**config.mk**
```make
export PLATFORM = sky130hd
export DESIGN_NAME = pgmf_query
export DESIGN_NICKNAME = d
export VERILOG_FILES = /design/src/design/pgmf_pkg.sv /design/src/design/pgmf_ram.sv /design/src/design/pgmf_query.sv
export SDC_FILE = /design/constraint.sdc
export NUM_CORES = 2
export LEC_CHECK = 0
export CORE_MARGIN = 4
export CORE_UTILIZATION = 40
export CTS_BUF_LIST = sky130_fd_sc_hd__clkbuf_16
export DETAILED_ROUTE_END_ITERATION = 12
export DONT_BUFFER_PORTS = 1
export REMOVE_ABC_BUFFERS = 1
export SKIP_CTS_REPAIR_TIMING = 1
export SLEW_MARGIN = 15
export SYNTH_ARGS = -nofsm -noshare
export SYNTH_HDL_FRONTEND = slang
export SYNTH_SLANG_ARGS = --single-unit
export TNS_END_PERCENT = 20
```
**constraint.sdc**
```tcl
create_clock -name clk -period 10.6 [get_ports clk]
set_input_delay 0 -clock clk [delete_from_list [all_inputs] [get_ports clk]]
set_output_delay 0 -clock clk [all_outputs]
set_load 0.1 [all_outputs]
```
**src/design/pgmf_pkg.sv**
```systemverilog
// Shared constants and types for the prime gap mode finder.
`timescale 1ns / 1ps

package pgmf_pkg;

    localparam int MAX_N_DEFAULT   = 65536;
    localparam int MAX_GAP_DEFAULT = 128;

    localparam int RANGE_W   = 16;
    localparam int COUNT_W   = 16;
    localparam int GAP_OUT_W = 7;

    typedef struct packed {
        logic                 has_champion;
        logic [GAP_OUT_W-1:0] champion_gap;
    } result_t;

endpackage

```
**src/design/pgmf_ram.sv**
```systemverilog
// Generic simple dual-port RAM with one write port and a registered read port.
`timescale 1ns / 1ps

module pgmf_ram #(
    parameter int WIDTH = 1,
    parameter int DEPTH = 16
) (
    input  logic                     clk,
    input  logic                     we,
    input  logic [$clog2(DEPTH)-1:0] waddr,
    input  logic [WIDTH-1:0]         wdata,
    input  logic                     re,
    input  logic [$clog2(DEPTH)-1:0] raddr,
    output logic [WIDTH-1:0]         rdata
);

    logic [WIDTH-1:0] mem [DEPTH];
    logic [WIDTH-1:0] rdata_reg;

    always_ff @(posedge clk)
    begin
        if (we)
        begin
            mem[waddr] <= wdata;
        end
        if (re)
        begin
            rdata_reg <= mem[raddr];
        end
    end

    assign rdata = rdata_reg;

endmodule

```
**src/design/pgmf_query.sv**
```systemverilog
// Query engine: histogram clear, range walk with gap counting, and mode scan.
`timescale 1ns / 1ps

module pgmf_query #(
    parameter int MAX_N   = pgmf_pkg::MAX_N_DEFAULT,
    parameter int MAX_GAP = pgmf_pkg::MAX_GAP_DEFAULT
) (
    input  logic                          clk,
    input  logic                          rst_n,
    input  logic                          cmd_valid,
    input  logic [pgmf_pkg::RANGE_W-1:0]  range_low,
    input  logic [pgmf_pkg::RANGE_W-1:0]  range_high,
    output logic                          active,
    output logic                          map_rd_en,
    output logic [$clog2(MAX_N)-1:0]      map_rd_addr,
    input  logic                          map_rd_data,
    output logic                          res_valid,
    output pgmf_pkg::result_t             res
);

    import pgmf_pkg::*;

    localparam int AW = $clog2(MAX_N);
    localparam int GW = $clog2(MAX_GAP);
    localparam int VW = RANGE_W + 1;

    localparam logic [GW-1:0] LAST_BIN = GW'(MAX_GAP - 1);

    localparam logic [2:0] Q_IDLE  = 3'd0;
    localparam logic [2:0] Q_CLEAR = 3'd1;
    localparam logic [2:0] Q_WALK  = 3'd2;
    localparam logic [2:0] Q_DRAIN = 3'd3;
    localparam logic [2:0] Q_SCAN  = 3'd4;
    localparam logic [2:0] Q_WAIT  = 3'd5;

    logic [2:0]         state_reg, state_next;
    logic [VW-1:0]      v_reg, v_next;
    logic [RANGE_W-1:0] hi_reg, hi_next;
    logic [GW-1:0]      k_reg, k_next;

    logic               b_valid_reg, b_valid_next;
    logic               b_inb_reg, b_inb_next;
    logic [RANGE_W-1:0] b_v_reg, b_v_next;
    logic [RANGE_W-1:0] last_reg, last_next;
    logic               last_valid_reg, last_valid_next;

    logic               c_valid_reg, c_valid_next;
    logic [GW-1:0]      c_addr_reg, c_addr_next;
    logic               w_valid_reg, w_valid_next;
    logic [GW-1:0]      w_addr_reg, w_addr_next;
    logic [COUNT_W-1:0] w_val_reg, w_val_next;

    logic               s_valid_reg, s_valid_next;
    logic [GW-1:0]      s_idx_reg, s_idx_next;
    logic [COUNT_W-1:0] best_reg, best_next;
    logic [GW-1:0]      winner_reg, winner_next;
    logic               unique_reg, unique_next;

    logic               res_valid_reg, res_valid_next;
    result_t            res_reg, res_next;

    logic               issue;
    logic               v_inb;
    logic               b_prime;
    logic [RANGE_W-1:0] gap;
    logic               h_issue;
    logic [COUNT_W-1:0] c_cur;
    logic [COUNT_W-1:0] c_new;
    logic               scan_last;

    logic               hist_we;
    logic [GW-1:0]      hist_waddr;
    logic [COUNT_W-1:0] hist_wdata;
    logic               hist_re;
    logic [GW-1:0]      hist_raddr;
    logic [COUNT_W-1:0] hist_rdata;

    // Walk front: one bitmap lookup per cycle; numbers past the map are composite.
    assign issue       = (state_reg == Q_WALK) && (v_reg <= {1'b0, hi_reg});
    assign v_inb       = 32'(v_reg) < 32'(MAX_N);
    assign map_rd_en   = issue && v_inb;
    assign map_rd_addr = AW'(v_reg);

    // Second stage: the bitmap bit is back; a prime opens a histogram update.
    assign b_prime = b_valid_reg && b_inb_reg && !map_rd_data;
    assign gap     = b_v_reg - last_reg;
    assign h_issue = b_prime && last_valid_reg && (32'(gap) < 32'(MAX_GAP));

    // Third stage: the count is back. A write to the same bin in the previous
    // cycle is not yet in the read data, so it is forwarded.
    assign c_cur = (w_valid_reg && (w_addr_reg == c_addr_reg)) ? w_val_reg : hist_rdata;
    assign c_new = (c_cur == '1) ? c_cur : c_cur + COUNT_W'(1);

    assign scan_last = (state_reg == Q_WAIT) && s_valid_reg && (s_idx_reg == LAST_BIN);

    always_comb
    begin
        state_next      = state_reg;
        v_next          = v_reg;
        hi_next         = hi_reg;
        k_next          = k_reg;
        last_next       = last_reg;
        last_valid_next = last_valid_reg;
        best_next       = best_reg;
        winner_next     = winner_reg;
        unique_next     = unique_reg;

        if (b_prime)
        begin
            last_next       = b_v_reg;
            last_valid_next = 1'b1;
        end

        // Ascending scan: a strictly larger count takes the lead, an equal
        // count at the lead cancels the champion.
        if (s_valid_reg && (hist_rdata != '0))
        begin
            priority if (hist_rdata == best_reg)
            begin
                unique_next = 1'b0;
            end
            else if (hist_rdata > best_reg)
            begin
                best_next   = hist_rdata;
                winner_next = s_idx_reg;
                unique_next = 1'b1;
            end
        end

        unique case (state_reg)
            Q_IDLE:
            begin
                if (cmd_valid)
                begin
                    hi_next         = range_high;
                    v_next          = {1'b0, range_low};
                    k_next          = '0;
                    last_valid_next = 1'b0;
                    best_next       = '0;
                    winner_next     = '0;
                    unique_next     = 1'b0;
                    state_next      = Q_CLEAR;
                end
            end
            Q_CLEAR:
            begin
                k_next = k_reg + GW'(1);
                if (k_reg == LAST_BIN)
                begin
                    state_next = Q_WALK;
                end
            end
            Q_WALK:
            begin
                if (issue)
                begin
                    v_next = v_reg + VW'(1);
                end
                else
                begin
                    state_next = Q_DRAIN;
                end
            end
            Q_DRAIN:
            begin
                if (!b_valid_reg && !c_valid_reg)
                begin
                    k_next     = '0;
                    state_next = Q_SCAN;
                end
            end
            Q_SCAN:
            begin
                k_next = k_reg + GW'(1);
                if (k_reg == LAST_BIN)
                begin
                    state_next = Q_WAIT;
                end
            end
            Q_WAIT:
            begin
                if (scan_last)
                begin
                    state_next = Q_IDLE;
                end
            end
            default:
            begin
                state_next = Q_IDLE;
            end
        endcase
    end

    assign b_valid_next = issue;
    assign b_inb_next   = v_inb;
    assign b_v_next     = v_reg[RANGE_W-1:0];
    assign c_valid_next = h_issue;
    assign c_addr_next  = GW'(gap);
    assign w_valid_next = c_valid_reg;
    assign w_addr_next  = c_addr_reg;
    assign w_val_next   = c_new;
    assign s_valid_next = (state_reg == Q_SCAN);
    assign s_idx_next   = k_reg;

    assign res_valid_next = scan_last;

    always_comb
    begin
        res_next = res_reg;
        if (scan_last)
        begin
            res_next.has_champion = unique_next;
            res_next.champion_gap = unique_next ? GAP_OUT_W'(winner_next) : '0;
        end
    end

    always_ff @(posedge clk or negedge rst_n)
    begin
        if (!rst_n)
        begin
            state_reg      <= Q_IDLE;
            b_valid_reg    <= 1'b0;
            c_valid_reg    <= 1'b0;
            w_valid_reg    <= 1'b0;
            s_valid_reg    <= 1'b0;
            last_valid_reg <= 1'b0;
            res_valid_reg  <= 1'b0;
        end
        else
        begin
            state_reg      <= state_next;
            b_valid_reg    <= b_valid_next;
            c_valid_reg    <= c_valid_next;
            w_valid_reg    <= w_valid_next;
            s_valid_reg    <= s_valid_next;
            last_valid_reg <= last_valid_next;
            res_valid_reg  <= res_valid_next;
        end
    end

    always_ff @(posedge clk)
    begin
        v_reg      <= v_next;
        hi_reg     <= hi_next;
        k_reg      <= k_next;
        b_inb_reg  <= b_inb_next;
        b_v_reg    <= b_v_next;
        last_reg   <= last_next;
        c_addr_reg <= c_addr_next;
        w_addr_reg <= w_addr_next;
        w_val_reg  <= w_val_next;
        s_idx_reg  <= s_idx_next;
        best_reg   <= best_next;
        winner_reg <= winner_next;
        unique_reg <= unique_next;
        res_reg    <= res_next;
    end

    assign hist_we    = (state_reg == Q_CLEAR) || c_valid_reg;
    assign hist_waddr = (state_reg == Q_CLEAR) ? k_reg : c_addr_reg;
    assign hist_wdata = (state_reg == Q_CLEAR) ? '0 : c_new;
    assign hist_re    = (state_reg == Q_SCAN) || h_issue;
    assign hist_raddr = (state_reg == Q_SCAN) ? k_reg : GW'(gap);

    pgmf_ram #(
        .WIDTH (COUNT_W),
        .DEPTH (MAX_GAP)
    ) u_hist_ram (
        .clk   (clk),
        .we    (hist_we),
        .waddr (hist_waddr),
        .wdata (hist_wdata),
        .re    (hist_re),
        .raddr (hist_raddr),
        .rdata (hist_rdata)
    );

    assign active    = (state_reg != Q_IDLE);
    assign res_valid = res_valid_reg;
    assign res       = res_reg;

`ifndef SYNTHESIS
    a_result_single: assert property (@(posedge clk) disable iff (!rst_n)
        res_valid_reg |=> !res_valid_reg)
        else $error("result strobe lasted more than one cycle");
    a_update_in_walk: assert property (@(posedge clk) disable iff (!rst_n)
        c_valid_reg |-> ((state_reg == Q_WALK) || (state_reg == Q_DRAIN)))
        else $error("histogram update outside the walk");
    a_scan_data_in_scan: assert property (@(posedge clk) disable iff (!rst_n)
        s_valid_reg |-> ((state_reg == Q_SCAN) || (state_reg == Q_WAIT)))
        else $error("scan data outside the scan");
`endif

endmodule

```
After elaboration in Yosys (flattened, before gate mapping)
Memory sizes are Yosys's and may differ from the RTL's. A register that Yosys moved wholly into a read port is not among the register bits. Cells that the tools add are included.

Bits in registers: 151. Memory bits (writable): 2048. Input port bits: 36. Output and inout bits: 27. Word-level logic and storage cells: 112. Memories: 1.

Add/subtract/negate cells: 4. Order comparisons: 4. Equality and inequality tests: 17. Mux-type cells: 38. Reduce and logical (&&, ||, !) cells: 26.

Memory list: u_hist_ram.mem (depth 128, bits a word 16, read ports 1, clocked after Yosys merged registers in 1, wr ports 1, RTL line pgmf_ram.sv:17) `logic [WIDTH-1:0] mem [DEPTH];`.

Operators by type and width (number): 2-to-1 mux 16 bit (8); 2-to-1 mux 7 bit (9); 2-to-1 mux 17 bit (2); one-hot mux 17 bit (2 select lines) (1); one-hot mux 7 bit (3 select lines) (1); 2-to-1 mux 3 bit (6); one-hot mux 3 bit (6 select lines) (1); adder 17 x 1 -> 17 bit (second input constant) (1); less-or-equal comparator 17 x 16 -> 1 bit (1); < comparator 17 bit (second input constant) (1); adder 16 x 1 -> 16 bit (second input constant) (1); == test 16 bit (1); == test 16 bit (second input constant) (1); > comparator 16 bit (1); < comparator 16 x 8 -> 1 bit (second input constant) (1); nonzero test 16 bit (1); subtractor 16 bit (1); == test 7 bit (second input constant) (2); != test 2 bit (second input constant) (6); logical AND 1 bit (11); 2-to-1 mux 1 bit (10); adder 7 x 1 -> 7 bit (second input constant) (1); == test 7 bit (1); == test 3 x 2 -> 1 bit (second input constant) (2); other kinds (12) (18).

Longest topological paths before layout
Depth in word-level cells: 6. Depth in mapped cells: 16. Depth with buffers taken out: 13.

Cells and area by module
A second synthesis with hierarchy kept.

Cells, all modules: 3874. Area total of the unflattened synthesis: 86606.8 um^2.

Modules (own cells, without submodules): pgmf_ram (instances 1, cells each 3086, area each 78683.0 um^2, sequential area each 61979.4 um^2); pgmf_query (instances 1, cells each 788, area each 7923.8 um^2, sequential area each 3708.6 um^2).

Worst setup path before layout
Ideal clock, no wire load.

Kind: reg-to-reg. Start point: reg c_addr_reg[4]. End point: mem u_hist_ram.mem[0][13] (netlist bit), data pin. Library setup time: 889 ps. Arrival: 6055 ps. Data required time: 9711 ps. Slack: 3656 ps. Cell stages (with the launch flop): 14. Buffers on the path: 3. Period minus slack after synthesis: 6944 ps. Cells stage by stage: dfxtp_1 xnor2_1 nand4_1 nor2_1 clkbuf_1 clkbuf_1 mux2i_1 inv_1 ha_1 inv_1 a21oi_1 nand4_1 clkbuf_1 a21oi_1.

Cells in the longest elaborated chain, start to end: 6. Elaborated cells between the ends (all ways): 7.

RTL lines: from (decl) (RTL line pgmf_query.sv:48) `logic [GW-1:0] c_addr_reg, c_addr_next;`; from (signal assigned) (RTL line pgmf_query.sv:249) `c_addr_reg <= c_addr_next;`; == test 7 bit (*) (RTL line pgmf_query.sv:91) `assign c_cur = (w_valid_reg && (w_addr_reg == c_addr_reg)) ? w_val_reg : hist_rdata;`; logical AND 1 bit (*) (RTL line pgmf_query.sv:91); 2-to-1 mux 16 bit (*) (RTL line pgmf_query.sv:91); adder 16 x 1 -> 16 bit or == test 16 bit (tied branches) (RTL line pgmf_query.sv:92) `assign c_new = (c_cur == '1) ? c_cur : c_cur + COUNT_W'(1);`; 2-to-1 mux 16 bit (*) (RTL line pgmf_query.sv:92); 2-to-1 mux 16 bit (*) (RTL line pgmf_query.sv:261) `assign hist_wdata = (state_reg == Q_CLEAR) ? '0 : c_new;`; named net hist_wdata[13] (RTL line pgmf_query.sv:73) `logic [COUNT_W-1:0] hist_wdata;`; to (decl) (RTL line pgmf_ram.sv:17).

The timed path passes the listed nets; every way through them passes the cells marked *.

Final worst setup path
Start point: reg state_reg[2]. End point: reg u_hist_ram.rdata_reg[0] (netlist: u_hist_ram.rdata[0]), read port of u_hist_ram.mem, data pin.

Cells in the longest elaborated chain, start to end: 2. Elaborated cells between the ends (all ways): 3.

RTL lines: from (decl) (RTL line pgmf_query.sv:36) `logic [2:0] state_reg, state_next;`; from (signal assigned) (RTL line pgmf_query.sv:231) `state_reg <= state_next;`; == test 3 bit (*) (RTL line pgmf_query.sv:262, pgmf_query.sv:263); 2-to-1 mux 7 bit or logical OR 1 bit (tied branches) (RTL line pgmf_query.sv:263, pgmf_query.sv:262); to (decl) (RTL line pgmf_ram.sv:18) `logic [WIDTH-1:0] rdata_reg;`.

Every way passes the cells marked *; elsewhere a longest branch is shown, timed or not. A chain may end at the register's enable or synchronous reset.

==> results.sh <==
export IMPL_status="finished, final reports clean"
export IMPL_min_period_over_period_pct=59.52
export IMPL_cts_tree="yes"
export IMPL_max_slew_margin_pct=19.47
export IMPL_drt_initial_drc_count=5574
export IMPL_grt_max_degree=140
export IMPL_finalSetupTns_ps=0
export IMPL_cp_slowest_cell="mux2i_4"
export IMPL_critPathMaxFanout=38
export IMPL_synth_xor_xnor_area_share_pct=0.4949
export IMPL_maxCapViolations=0
export IMPL_period_needed_ps=6309
export IMPL_die_x_um=473.6
export IMPL_grt_busiest_layer="met2"
export IMPL_initial_core_util_pct=40.33
export IMPL_std_cell_rows=170
export IMPL_first_global_vias=43940
export IMPL_die_area_um2=224300
export IMPL_num_vias=45070
export IMPL_path_cells="or3b_1 > inv_2 > mux2i_4 > buf_4 > buf_4 > mux4_2 > a22oi_1 > nand2_1 > nor4_1 > nand4_1"
export IMPL_gr_total_overflow=0
export IMPL_dp_cells=7255
export IMPL_path_buf_inv=3
export IMPL_cp_slowest_stage_delay_ps=830
export IMPL_synth_top_family_by_area="multiplexers"
export IMPL_dp_hpwl_um=140500
export IMPL_arrival_ps=6850
export IMPL_grtUsageMet1_pct=28.80
export IMPL_io_pin_count=63
export IMPL_criticalPathCategory="reg2reg"
export IMPL_fin_skew_ps=48.10
export IMPL_hold_viol_final=0
export IMPL_portBuffers=0
export IMPL_largest_reg_flops=2048
export IMPL_slew_viol_final=0
export IMPL_synth_compound_area_share_pct=2.733
export IMPL_grt_pass1_wl_um=330600
export IMPL_syn_inst=4422
export IMPL_crit_path_end_kind="flip-flop"
export IMPL_synth_ff_type="edfxtp_1"
export IMPL_antenna_found_initial=4
export IMPL_worst_slew_pin_slew_ps=1178
export IMPL_area_growth_pct=14.20
export IMPL_die_y_um=473.6
export IMPL_htreeDepth=4
export IMPL_cts_buffer_depth=3
export IMPL_p_leak_nw=31.63
export IMPL_cts_sinks=2215
export IMPL_grt_total_usage_pct=20.49
export IMPL_clock_fmax_mhz=158.5
export IMPL_place_gp_congestion=0.8974
export IMPL_vias_per_cell=5.827
export IMPL_rsz0062_at_grt="no"
export IMPL_hold_path_class="in2reg"
export IMPL_crit_required_ps=11140
export IMPL_use_met3_pct=4.215
export IMPL_cp_top_family="buffers and inverters"
export IMPL_synth_warnings=0
export IMPL_ys_seq_elements=2215
export IMPL_ant_nets=0
export IMPL_synth_distinct_cells=86
export IMPL_core_area_um2=215000
export IMPL_synthMuxAreaShare_pct=14.00
export IMPL_synth_area_per_cell_um2=19.61
export IMPL_final_nets=4792
export IMPL_startpoint_type="flip-flop"
export IMPL_drive_above_1_share_pct=23.11
export IMPL_setup_violations=0
export IMPL_synth_fa_ha_area_share_pct=0.7445
export IMPL_synthSimpleGateAreaFrac_pct=4.763
export IMPL_fin_cells=7734
export IMPL_clk_pin_slew_worst_paths_ps=60
export IMPL_peakVddDrop_uv=311.5
export IMPL_numCtsBuffers=216
export IMPL_routedWlPerCell_um=30.11
export IMPL_clk_insertion_delay_late_ps=880
export IMPL_cts_root_buf="clkbuf_16"
export IMPL_path_common_cell="buf_4"
export IMPL_p_total_mw=29.02
export IMPL_grtUsageMet2_pct=32.51
export IMPL_synthArstFlopShare_pct=0.4063
export IMPL_finalWirelength_um=232900
export IMPL_power_density_nw_per_um2=293.0
export IMPL_route_detailed_drc=0
export IMPL_seq_area_frac_synth_pct=75.75
export IMPL_dr_pass1_iters=6
export IMPL_netlist_area_um2=86720
export IMPL_synth_edf_count=2128
metrics by stage:
stage                     cell area (µm²)  worst slack (ps)  hold slack, ps  utilization, %
after global routing                99030              3891           62.88           46.05
after floorplan                     85660            -27000          -295.6               -
after CTS                           98300              4122           -1242           45.71
after global placement              91150              3995          -294.8           42.39
after detailed placement            91180              4164          -294.6           42.40
final                               99040              4291           70.49           46.06
cell usage after synthesis, types with 10 or more instances:
cell type,count,area share [%]
nor2_1,226,0.98
mux4_2,502,13
nor3_1,16,0.092
a22oi_1,79,0.68
and2_1,21,0.15
nand2_1,310,1.3
nand4_1,53,0.38
nand3b_1,13,0.11
o21ai_0,51,0.29
buf_4,26,0.23
clkbuf_1,96,0.42
dfxtp_1,78,1.8
a211oi_1,13,0.11
buf_1,18,0.078
inv_1,65,0.28
buf_2,84,0.48
and3_1,16,0.12
xor2_1,21,0.21
a21oi_1,71,0.41
nor4_1,24,0.17
mux2i_1,69,0.80
a31oi_1,25,0.18
edfxtp_1,2128,74
a21o_1,10,0.087
ha_1,50,0.72
nand3_1,166,0.96
a32oi_1,10,0.10
xnor2_1,28,0.28
worst paths after layout:
check / startpoint / endpoint / slack (ps) / cells after the start
max in group asynchronous: rst_n / state_reg[2]$_DFFE_PN0P_ / 9990 / 2
min in group asynchronous: rst_n / state_reg[0]$_DFFE_PN0P_ / 190 / 2
setup / recovery: state_reg[2]$_DFFE_PN0P_ / u_hist_ram.rdata[0]$_DFFE_PP_ / 4290 / 10
setup reg to reg: state_reg[2]$_DFFE_PN0P_ / u_hist_ram.rdata[0]$_DFFE_PP_ / 4290 / 10
hold reg to reg: c_addr_reg[2]$_DFF_P_ / w_addr_reg[2]$_DFF_P_ / 430 / 0
hold / removal: cmd_valid / winner_reg[2]$_DFF_P_ / 70 / 4
per-layer routing:
| layer | routed length, µm | up-vias |
|---|---|---|
| li1 | - | 18600 |
| met1 | 95470 | 24170 |
| met2 | 111400 | 1974 |
| met3 | 19340 | 330 |
| met4 | 6647 | 0 |
| met5 | 0 | - |
cells by family (layout without fill, tap and decap cells):
family                     after synthesis  in the layout
DFF                                   2215           2215
AOI/OAI and AO/OA                      336            336
adders and majority gates               51             51
other                                    0              6
and+or+nand+nor                        896            896
buffers and inverters                  292            760
xor gates and xnor gates                49             49
muxes                                  583            583
layout make-up:
type	count	area, µm²
antenna	6	15.01
clock buffer	219	5480
clock inverter	184	1639
fill	17760	116000
inverter	66	247.7
multi-input combinational	1915	19940
sequential	2215	65690
tap	2838	3551
timing repair buffer	291	2482
placed cells by master (no fill, tap or decap), drive strengths merged, types with 53 or more instances in the layout:
master and n:
dfxtp 78, inv 110, clkinv 110, nand3 166
dlygate4sd3 68, edfxtp 2128, a21oi 72, mux2i 71
a22oi 79, o21ai 54, nand2 310, nand4 53
clkbuf 219, nor2 228, mux4 502, buf 223
worst reg2reg max path: stages (launching register included):
cell	delay (ps)
dfrtp_1	530
or3b_1	670
inv_2	550
mux2i_4	840
buf_4	620
buf_4	800
mux4_2	630
a22oi_1	280
nand2_1	200
nor4_1	700
nand4_1	180
report_power, final:
part,switching [mW],leakage [nW],internal [mW]
sequential,0.334,20.0,11.1
combinational,6.41,7.98,3.52
clock,3.35,3.62,4.29
total,10.1,31.6,18.9
Note: power is estimated with default switching activity, not from simulation.
